===== src/sbt_pkg.sv =====
// Shared types, codes and constants of the sorted byte table.
package sbt_pkg;

  // Default table depth and fixed field widths.
  localparam int unsigned DefDepth = 64;
  localparam int unsigned ValW     = 8;
  localparam int unsigned PosW     = 6;
  localparam int unsigned CntW     = 7;
  localparam int unsigned OpW      = 2;
  localparam int unsigned StatW    = 2;
  localparam int unsigned InDataW  = 16;
  localparam int unsigned OutDataW = 24;

  typedef enum logic [OpW-1:0] {
    OP_INSERT = 2'd0,
    OP_DELETE = 2'd1,
    OP_SEARCH = 2'd2,
    OP_READ   = 2'd3
  } op_e;

  typedef enum logic [StatW-1:0] {
    STATUS_OK        = 2'd0,
    STATUS_NOT_FOUND = 2'd1,
    STATUS_FULL      = 2'd2,
    STATUS_RANGE     = 2'd3
  } status_e;

  typedef enum logic [2:0] {
    S_IDLE,
    S_WALK,
    S_SRCH_RD,
    S_SRCH_CMP,
    S_DONE
  } state_e;

  typedef struct packed {
    status_e                 status;
    logic [PosW-1:0]         found_position;
    logic signed [ValW-1:0]  read_value;
    logic [CntW-1:0]         fill_count;
  } res_t;

  // True when a new value belongs in front of entry e under the given order.
  function automatic logic goes_before(input logic desc, input logic signed [ValW-1:0] v,
                                       input logic signed [ValW-1:0] e);
    return desc ? (v > e) : (v < e);
  endfunction

endpackage


===== src/sorted_byte_table_core.sv =====
// Sorted byte table: top level with mode register, entry memory and result register.
//
// The block keeps up to DEPTH signed bytes sorted ascending or descending and
// answers one request at a time; each request gives one response. All work
// goes through the single read port of the entry memory. Insert, delete and
// read walk the entries one a cycle: an insert reads every held entry and
// shifts the tail up in the same pass, a delete reads from the position to
// the end and shifts the tail down, and a read reads one entry. A search
// probes the range midpoint until a hit or an empty range. A new request
// is taken as soon as the previous response sits in the output register,
// even while that response still waits on the downstream side. The mode
// register may be written only while no request is in flight; entries held
// are not re-sorted when it changes.
module sorted_byte_table_core #(
  parameter int unsigned DEPTH = sbt_pkg::DefDepth
) (
  input  logic                         clk_i,
  input  logic                         rst_ni,
  // Mode register.
  input  logic                         cfg_we_i,
  input  logic                         cfg_wdata_i,     // sort_descending
  // Request stream.
  input  logic                         s_tvalid_i,
  output logic                         s_tready_o,
  input  logic [sbt_pkg::InDataW-1:0]  s_tdata_i,       // value[7:0], position[13:8]
  input  logic [sbt_pkg::OpW-1:0]      s_tuser_i,       // opcode[1:0]
  // Response stream.
  output logic                         m_tvalid_o,
  input  logic                         m_tready_i,
  output logic [sbt_pkg::OutDataW-1:0] m_tdata_o,       // found_position[5:0],
                                                        // read_value[13:6],
                                                        // fill_count[20:14]
  output logic [sbt_pkg::StatW-1:0]    m_tuser_o        // status[1:0]
);

  localparam int unsigned AW = $clog2(DEPTH);
  localparam int unsigned CW = $clog2(DEPTH + 1);

  logic                            desc_q;
  logic                            res_valid;
  logic                            res_ready;
  sbt_pkg::res_t                   res;
  logic                            m_valid_q, m_valid_d;
  sbt_pkg::res_t                   m_res_q;

  logic                            mem_re;
  logic [AW-1:0]                   mem_raddr;
  logic signed [sbt_pkg::ValW-1:0] mem_rdata;
  logic                            mem_we;
  logic [AW-1:0]                   mem_waddr;
  logic signed [sbt_pkg::ValW-1:0] mem_wdata;

  // Mode register.
  always_ff @(posedge clk_i or negedge rst_ni) begin
    if (!rst_ni) begin
      desc_q <= 1'b0;
    end else if (cfg_we_i) begin
      desc_q <= cfg_wdata_i;
    end
  end

  sbt_mem #(
    .DEPTH(DEPTH),
    .AW   (AW)
  ) u_mem (
    .clk_i  (clk_i),
    .we_i   (mem_we),
    .waddr_i(mem_waddr),
    .wdata_i(mem_wdata),
    .re_i   (mem_re),
    .raddr_i(mem_raddr),
    .rdata_o(mem_rdata)
  );

  sbt_ctrl #(
    .DEPTH(DEPTH),
    .AW   (AW),
    .CW   (CW)
  ) u_ctrl (
    .clk_i      (clk_i),
    .rst_ni     (rst_ni),
    .desc_i     (desc_q),
    .req_valid_i(s_tvalid_i),
    .req_ready_o(s_tready_o),
    .req_op_i   (sbt_pkg::op_e'(s_tuser_i)),
    .req_value_i(s_tdata_i[7:0]),
    .req_pos_i  (s_tdata_i[13:8]),
    .res_valid_o(res_valid),
    .res_ready_i(res_ready),
    .res_o      (res),
    .mem_re_o   (mem_re),
    .mem_raddr_o(mem_raddr),
    .mem_rdata_i(mem_rdata),
    .mem_we_o   (mem_we),
    .mem_waddr_o(mem_waddr),
    .mem_wdata_o(mem_wdata)
  );

  // Output register: takes a new response when empty or being drained.
  assign res_ready = !m_valid_q || m_tready_i;

  always_comb begin
    m_valid_d = m_valid_q;
    if (res_valid && res_ready) begin
      m_valid_d = 1'b1;
    end else if (m_tready_i) begin
      m_valid_d = 1'b0;
    end
  end

  always_ff @(posedge clk_i or negedge rst_ni) begin
    if (!rst_ni) begin
      m_valid_q <= 1'b0;
    end else begin
      m_valid_q <= m_valid_d;
    end
  end

  always_ff @(posedge clk_i) begin
    if (res_valid && res_ready) begin
      m_res_q <= res;
    end
  end

  assign m_tvalid_o = m_valid_q;
  assign m_tuser_o  = m_res_q.status;
  assign m_tdata_o  = {3'b000, m_res_q.fill_count, m_res_q.read_value,
                       m_res_q.found_position};

endmodule


===== src/sbt_mem.sv =====
// Entry storage: one write port and one read port with registered read data.
module sbt_mem #(
  parameter int unsigned DEPTH = sbt_pkg::DefDepth,
  parameter int unsigned AW    = $clog2(DEPTH)
) (
  input  logic                            clk_i,
  input  logic                            we_i,
  input  logic [AW-1:0]                   waddr_i,
  input  logic signed [sbt_pkg::ValW-1:0] wdata_i,
  input  logic                            re_i,
  input  logic [AW-1:0]                   raddr_i,
  output logic signed [sbt_pkg::ValW-1:0] rdata_o
);

  logic signed [sbt_pkg::ValW-1:0] mem_q [DEPTH];
  logic signed [sbt_pkg::ValW-1:0] rdata_q;

  // Write port.
  always_ff @(posedge clk_i) begin
    if (we_i) begin
      mem_q[waddr_i] <= wdata_i;
    end
  end

  // Read port with registered read data.
  always_ff @(posedge clk_i) begin
    if (re_i) begin
      rdata_q <= mem_q[raddr_i];
    end
  end

  assign rdata_o = rdata_q;

endmodule


===== src/sbt_ctrl.sv =====
// Operation sequencer: walks the entry memory for insert, delete, read and search.
module sbt_ctrl #(
  parameter int unsigned DEPTH = sbt_pkg::DefDepth,
  parameter int unsigned AW    = $clog2(DEPTH),
  parameter int unsigned CW    = $clog2(DEPTH + 1)
) (
  input  logic                            clk_i,
  input  logic                            rst_ni,
  input  logic                            desc_i,
  input  logic                            req_valid_i,
  output logic                            req_ready_o,
  input  sbt_pkg::op_e                    req_op_i,
  input  logic signed [sbt_pkg::ValW-1:0] req_value_i,
  input  logic [sbt_pkg::PosW-1:0]        req_pos_i,
  output logic                            res_valid_o,
  input  logic                            res_ready_i,
  output sbt_pkg::res_t                   res_o,
  output logic                            mem_re_o,
  output logic [AW-1:0]                   mem_raddr_o,
  input  logic signed [sbt_pkg::ValW-1:0] mem_rdata_i,
  output logic                            mem_we_o,
  output logic [AW-1:0]                   mem_waddr_o,
  output logic signed [sbt_pkg::ValW-1:0] mem_wdata_o
);

  sbt_pkg::state_e state_q, state_d;
  logic [CW-1:0]   cnt_q, cnt_d;
  logic            pend_q, pend_d;
  logic            found_q, found_d;

  sbt_pkg::op_e                    op_q, op_d;
  logic signed [sbt_pkg::ValW-1:0] val_q, val_d;
  logic [sbt_pkg::PosW-1:0]        pos_q, pos_d;
  logic [CW-1:0]                   idx_q, idx_d;
  logic [CW-1:0]                   lim_q, lim_d;
  logic [AW-1:0]                   pend_idx_q, pend_idx_d;
  logic [AW-1:0]                   hit_q, hit_d;
  logic signed [sbt_pkg::ValW-1:0] carry_q, carry_d;
  logic signed [sbt_pkg::ValW-1:0] got_q, got_d;
  logic [CW-1:0]                   lo_q, lo_d;
  logic [CW-1:0]                   hiex_q, hiex_d;
  logic [CW-1:0]                   mid_q, mid_d;
  sbt_pkg::res_t                   res_q, res_d;

  logic            issue;
  logic [CW:0]     mid_sum;
  logic [CW-1:0]   cnt_inc;
  logic [CW-1:0]   cnt_dec;

  assign cnt_inc = cnt_q + 1'b1;
  assign cnt_dec = cnt_q - 1'b1;
  assign mid_sum = {1'b0, lo_q} + {1'b0, hiex_q} - 1'b1;

  // Next state, memory accesses and result capture.
  // During a walk the write always lands below the address being read, so
  // the two ports never meet on one entry and no forwarding is needed.
  always_comb begin
    state_d     = state_q;
    cnt_d       = cnt_q;
    pend_d      = pend_q;
    found_d     = found_q;
    op_d        = op_q;
    val_d       = val_q;
    pos_d       = pos_q;
    idx_d       = idx_q;
    lim_d       = lim_q;
    pend_idx_d  = pend_idx_q;
    hit_d       = hit_q;
    carry_d     = carry_q;
    got_d       = got_q;
    lo_d        = lo_q;
    hiex_d      = hiex_q;
    mid_d       = mid_q;
    res_d       = res_q;
    issue       = 1'b0;
    mem_re_o    = 1'b0;
    mem_raddr_o = idx_q[AW-1:0];
    mem_we_o    = 1'b0;
    mem_waddr_o = pend_idx_q;
    mem_wdata_o = val_q;
    req_ready_o = 1'b0;
    res_valid_o = 1'b0;

    unique case (state_q)
      sbt_pkg::S_IDLE: begin
        req_ready_o = 1'b1;
        if (req_valid_i) begin
          op_d    = req_op_i;
          val_d   = req_value_i;
          pos_d   = req_pos_i;
          pend_d  = 1'b0;
          found_d = 1'b0;
          lo_d    = '0;
          hiex_d  = cnt_q;
          idx_d   = '0;
          lim_d   = cnt_q;
          unique case (req_op_i)
            sbt_pkg::OP_INSERT: begin
              if (cnt_q == CW'(DEPTH)) begin
                res_d   = '{sbt_pkg::STATUS_FULL, '0, '0, sbt_pkg::CntW'(cnt_q)};
                state_d = sbt_pkg::S_DONE;
              end else begin
                state_d = sbt_pkg::S_WALK;
              end
            end
            sbt_pkg::OP_DELETE, sbt_pkg::OP_READ: begin
              if (int'(req_pos_i) >= int'(cnt_q)) begin
                res_d   = '{sbt_pkg::STATUS_RANGE, '0, '0, sbt_pkg::CntW'(cnt_q)};
                state_d = sbt_pkg::S_DONE;
              end else begin
                idx_d   = CW'(req_pos_i);
                lim_d   = (req_op_i == sbt_pkg::OP_READ) ? CW'(req_pos_i) + 1'b1 : cnt_q;
                state_d = sbt_pkg::S_WALK;
              end
            end
            sbt_pkg::OP_SEARCH: begin
              state_d = sbt_pkg::S_SRCH_RD;
            end
            default: ;
          endcase
        end
      end

      sbt_pkg::S_WALK: begin
        // Read side: one entry a cycle up to the limit.
        issue       = idx_q < lim_q;
        mem_re_o    = issue;
        mem_raddr_o = idx_q[AW-1:0];
        pend_d      = issue;
        pend_idx_d  = idx_q[AW-1:0];
        if (issue) begin
          idx_d = idx_q + 1'b1;
        end

        // Data side: act on the entry read in the previous cycle.
        if (pend_q) begin
          unique case (op_q)
            sbt_pkg::OP_INSERT: begin
              if (found_q) begin
                mem_we_o    = 1'b1;
                mem_wdata_o = carry_q;
                carry_d     = mem_rdata_i;
              end else if (sbt_pkg::goes_before(desc_i, val_q, mem_rdata_i)) begin
                mem_we_o    = 1'b1;
                mem_wdata_o = val_q;
                found_d     = 1'b1;
                hit_d       = pend_idx_q;
                carry_d     = mem_rdata_i;
              end
            end
            sbt_pkg::OP_DELETE: begin
              if (int'(pend_idx_q) == int'(pos_q)) begin
                got_d = mem_rdata_i;
              end else begin
                mem_we_o    = 1'b1;
                mem_waddr_o = pend_idx_q - 1'b1;
                mem_wdata_o = mem_rdata_i;
              end
            end
            sbt_pkg::OP_READ: begin
              got_d = mem_rdata_i;
            end
            default: ;
          endcase
        end

        // Wrap-up once every read has drained.
        if (!issue && !pend_q) begin
          state_d = sbt_pkg::S_DONE;
          unique case (op_q)
            sbt_pkg::OP_INSERT: begin
              mem_we_o    = 1'b1;
              mem_waddr_o = cnt_q[AW-1:0];
              mem_wdata_o = found_q ? carry_q : val_q;
              cnt_d       = cnt_inc;
              res_d       = '{sbt_pkg::STATUS_OK,
                              found_q ? sbt_pkg::PosW'(hit_q) : sbt_pkg::PosW'(cnt_q),
                              '0, sbt_pkg::CntW'(cnt_inc)};
            end
            sbt_pkg::OP_DELETE: begin
              cnt_d = cnt_dec;
              res_d = '{sbt_pkg::STATUS_OK, pos_q, got_q, sbt_pkg::CntW'(cnt_dec)};
            end
            default: begin
              res_d = '{sbt_pkg::STATUS_OK, pos_q, got_q, sbt_pkg::CntW'(cnt_q)};
            end
          endcase
        end
      end

      sbt_pkg::S_SRCH_RD: begin
        // Probe the midpoint of the open range, or give up when it is empty.
        if (lo_q < hiex_q) begin
          mid_d       = mid_sum[CW:1];
          mem_re_o    = 1'b1;
          mem_raddr_o = mid_sum[AW:1];
          state_d     = sbt_pkg::S_SRCH_CMP;
        end else begin
          res_d   = '{sbt_pkg::STATUS_NOT_FOUND, '0, '0, sbt_pkg::CntW'(cnt_q)};
          state_d = sbt_pkg::S_DONE;
        end
      end

      sbt_pkg::S_SRCH_CMP: begin
        if (mem_rdata_i == val_q) begin
          res_d   = '{sbt_pkg::STATUS_OK, sbt_pkg::PosW'(mid_q), '0, sbt_pkg::CntW'(cnt_q)};
          state_d = sbt_pkg::S_DONE;
        end else begin
          if (desc_i ? (mem_rdata_i < val_q) : (mem_rdata_i > val_q)) begin
            hiex_d = mid_q;
          end else begin
            lo_d = mid_q + 1'b1;
          end
          state_d = sbt_pkg::S_SRCH_RD;
        end
      end

      sbt_pkg::S_DONE: begin
        res_valid_o = 1'b1;
        if (res_ready_i) begin
          state_d = sbt_pkg::S_IDLE;
        end
      end

      default: state_d = sbt_pkg::S_IDLE;
    endcase
  end

  // Control registers.
  always_ff @(posedge clk_i or negedge rst_ni) begin
    if (!rst_ni) begin
      state_q <= sbt_pkg::S_IDLE;
      cnt_q   <= '0;
      pend_q  <= 1'b0;
      found_q <= 1'b0;
    end else begin
      state_q <= state_d;
      cnt_q   <= cnt_d;
      pend_q  <= pend_d;
      found_q <= found_d;
    end
  end

  // Working registers of the current request.
  always_ff @(posedge clk_i) begin
    op_q       <= op_d;
    val_q      <= val_d;
    pos_q      <= pos_d;
    idx_q      <= idx_d;
    lim_q      <= lim_d;
    pend_idx_q <= pend_idx_d;
    hit_q      <= hit_d;
    carry_q    <= carry_d;
    got_q      <= got_d;
    lo_q       <= lo_d;
    hiex_q     <= hiex_d;
    mid_q      <= mid_d;
    res_q      <= res_d;
  end

  assign res_o = res_q;

  // The fill count never passes the table depth.
  assert property (@(posedge clk_i) disable iff (!rst_ni) cnt_q <= CW'(DEPTH))
    else $error("fill count above depth");

  // Read and write never touch the same entry in one cycle.
  assert property (@(posedge clk_i) disable iff (!rst_ni)
                   (mem_re_o && mem_we_o) |-> (mem_raddr_o != mem_waddr_o))
    else $error("read and write collide on one entry");

  // The fill count only moves at the end of a walk.
  assert property (@(posedge clk_i) disable iff (!rst_ni)
                   (cnt_q != $past(cnt_q)) |-> ($past(state_q) == sbt_pkg::S_WALK))
    else $error("fill count changed outside a walk");

  // No read is left in flight once the sequencer is idle.
  assert property (@(posedge clk_i) disable iff (!rst_ni)
                   (state_q == sbt_pkg::S_IDLE) |-> !pend_q)
    else $error("pending read in idle state");

endmodule

===== config.mk =====
export PLATFORM = sky130hd
export DESIGN_NAME = sorted_byte_table_core
export DESIGN_NICKNAME = d
export VERILOG_FILES = /design/src/sbt_pkg.sv /design/src/sorted_byte_table_core.sv /design/src/sbt_mem.sv /design/src/sbt_ctrl.sv
export SDC_FILE = /design/constraint.sdc
export NUM_CORES = 1
export LEC_CHECK = 0
export ABC_AREA = 1
export BUFFER_PORTS_ARGS = -buffer_cell sky130_fd_sc_hd__buf_2
export CORE_UTILIZATION = 35
export CTS_BUF_LIST = sky130_fd_sc_hd__clkbuf_8
export CTS_CLUSTER_SIZE = 14
export DETAILED_ROUTE_END_ITERATION = 7
export GPL_TIMING_DRIVEN = 1
export PLACE_DENSITY = 0.6
export SLEW_MARGIN = 0
export SYNTH_ARGS = -nofsm -noshare
export SYNTH_HDL_FRONTEND = slang
export SYNTH_SLANG_ARGS = --single-unit
export TNS_END_PERCENT = 100

===== constraint.sdc =====
create_clock -name clk_i -period 4.26 [get_ports clk_i]
set_input_delay 0.213 -clock clk_i [delete_from_list [all_inputs] [get_ports clk_i]]
set_output_delay 0.213 -clock clk_i [all_outputs]
set_load 0.02 [all_outputs]

==> metrics.txt <==
status=finished, final reports clean; Setup crit start=u_ctrl.idx_q[2]; clock sink count=659; share of layout cells above drive strength 1=0.106; initial core utilization=0.355; clock-pin slew of the registers on the worst-case setup and hold paths=0.06 ns; I/O Buffers=46; Slew Viols, Final=0; Worst-Margin Slew=1.11 ns; Lkg Pwr=14.8 nW; # rows=107; maxcap violations=0; drt initial violations=1,848; initial antenna violation count=1; post-synthesis cell type count=52; P&R area growth vs syn=14.7%; worst r2r src=u_ctrl.idx_q[2]; via density per instance=4.77; Post CTS Setup Buffer Count=0; largest net degree at the start of global routing=89; Slew HR=0.257; critical path cell sequence=ha_1 > nand3_1 > nand2_1 > nand4_1 > nand3_1 > nand3_1 > buf_4 > o21ai_0 > inv_1 > nand2_1 > o21ai_2 > inv_1 > nand3_1 > nor2_1; drt wl/cell=17.2 um; die area=0.0878 mm^2; total power=21.4 mW; final hold vios=0; most common cell after layout, fill and taps aside=nand2_1; Post-DP HPWL=47,700 um; vias in the first global route=19,800; Setup WS post-layout=0.375 ns; Synth area leaders=edfxtp_1 64%, nand2_1 9.1%, nand3_1 8.4%; First-pass DRT Iterations=5; Period Utilization, post-route=0.912; slowest stage cell, crit path=nor2_1; CP max stage delay=0.91 ns; GRT Total Usage=0.174; Worst EP arrival=4.22 ns; diode count=0; CTS tree=done; Synth top area share=0.639; Mapped Cells=3,004; Hold WC Path Type=input port to register; Seq/Total Area, Yosys=0.650; Startpoint Class=register; Hold Crit Start=s_tdata_i[5]; Clock Skew=0.0305 ns; Syn. warnings=0; EDFF count, synth=645; RSZ-0062 raised after global routing=false; WL final=76,000 um; fin nets=3,247; Synth Flop Type=edfxtp_1; FFs w/ async S/R, synth=0.0212; cts bufs inserted=108; crit-path max FO=12; maximum VDD drop=0.475 mV; Overflow after GRT=0; H-tree Lvls=3; top cell type by total area after synthesis=edfxtp_1; Mapped Area=0.0303 mm^2; Placed Cells=4,189; DRT antenna net count=0; Final setup violation count=0; die height=296 um; global-route wire length before repair=117,000 um; gpl congestion=0.862; Top Ports=52; Place WS=0.332 ns; clock root cell=clkbuf_8; DRC viols=0; post-route minimum period=3.88 ns; Skew-Pair Late Insertion Delay=0.72 ns; commonest non-fill, non-tap cells in the layout=733 x nand2_1, 645 x edfxtp_1, 606 x inv_1; Clock Path Buffers=3; vias=21,100; die outline width=296 um; Worst Setup End Kind=register; post-synthesis register bit count=659; Core Footprint=0.0855 mm^2; crit path kind=register to register; Post-Syn Area per Cell=10.1 um^2; Required @ worst endpoint=4.59 ns; Crit path top cell by count=nand3_1; Fmax achieved=257 MHz; P per Cell Area=615 mW/mm^2; Post-Layout Cell Count=4,409
[layer usage]
metal	GRT usage	share of wire	vias to the layer above
met5	0	0	-
met4	0.0508	0.023	0
met3	0.0303	0.065	140
met2	0.277	0.46	724
met1	0.243	0.45	9949
li1	-	-	10200
[worst max-delay path, delay by kind of cell, from the launching register on]
kind,cells,cell delay (ns)
buf+inv,3,0.43
compound gates,2,0.30
fa+ha+maj,1,0.34
simple gates,8,1.92
flops,1,0.50
[worst paths after layout]
| path | endpoint | slack, ns | cells past startpoint |
|---|---|---|---|
| setup reg to reg | u_mem.mem_q[42][6] | 0.38 | 14 |
| min in group asynchronous | u_ctrl.cnt_q[2] | 0.71 | 3 |
| hold / removal | u_ctrl.val_q[5] | 0.20 | 2 |
| hold reg to reg | m_tdata_o[14] | 0.42 | 0 |
| max in group asynchronous | desc_q | 3.01 | 3 |
| setup / recovery | u_mem.mem_q[42][6] | 0.38 | 14 |
[final cells by class]
class | instances | area, um^2
Multi-Input combinational cell | 1651 | 7990
Timing Repair Buffer | 188 | 1540
Inverter | 569 | 2140
Clock inverter | 86 | 428
Clock buffer | 112 | 1540
Fill cell | 8245 | 50800
Sequential cell | 659 | 19700
Tap cell | 1144 | 1430
[metrics by stage]
stage / area, um^2 / utilization / hold WS (ns) / setup TNS (ns)
final: 34800 / 0.407 / 0.199 / 0
after floorplan: 30300 / - / -0.0826 / -26.25
after global placement: 32600 / 0.381 / 0.177 / 0
after detailed placement: 32600 / 0.381 / 0.177 / 0
after CTS: 34800 / 0.407 / 0.145 / 0
after global routing: 34800 / 0.407 / 0.176 / 0
[state kept, by name (all words and copies together) (netlist names), 7 cells and up]
signal	flops
u_mem.mem_q	512
u_ctrl.res_o	23
m_tdata_o	21
u_ctrl.carry_q	8
u_ctrl.got_q	8
u_ctrl.val_q	8
u_mem.rdata_o	8
u_ctrl.cnt_q	7
u_ctrl.hiex_q	7
u_ctrl.idx_q	7
u_ctrl.lim_q	7
u_ctrl.lo_q	7
u_ctrl.mid_q	7
[synthesized netlist by cell type (6+ instances only)]
cell / count
nor3_1: 13
clkbuf_1: 23
edfxtp_1: 645
nand4_1: 14
nand2_2: 6
inv_2: 11
xor2_1: 21
o211ai_1: 13
dfrtp_1: 14
nor2_1: 114
o22ai_1: 6
a21oi_1: 43
nand3_1: 512
buf_4: 10
nand2_1: 734
ha_1: 45
o21ai_0: 73
buf_2: 91
inv_1: 553
[cell families after synthesis]
| family | after synthesis | synth area share |
|---|---|---|
| compound gates | 164 | 0.0310 |
| xor+xnor | 24 | 0.00693 |
| fa+ha+maj | 46 | 0.0192 |
| buf+inv | 696 | 0.0914 |
| flops | 659 | 0.650 |
| mux | 1 | 0.000330 |
| other cells | 1 | 0.000124 |
| simple gates | 1413 | 0.201 |
[power by group]
| group | internal, mW | switching, mW |
|---|---|---|
| combinational | 2.16 | 5.64 |
| clock | 2.56 | 2.50 |
| sequential | 8.29 | 0.246 |
[repair_timing]
| item | in CTS | in global routing |
|---|---|---|
| resized for setup | 0 | 0 |
| endpoints found under the hold margin | 50 | 0 |
| hold buffers | 22 | 0 |
(Power assumes the default switching activity.)
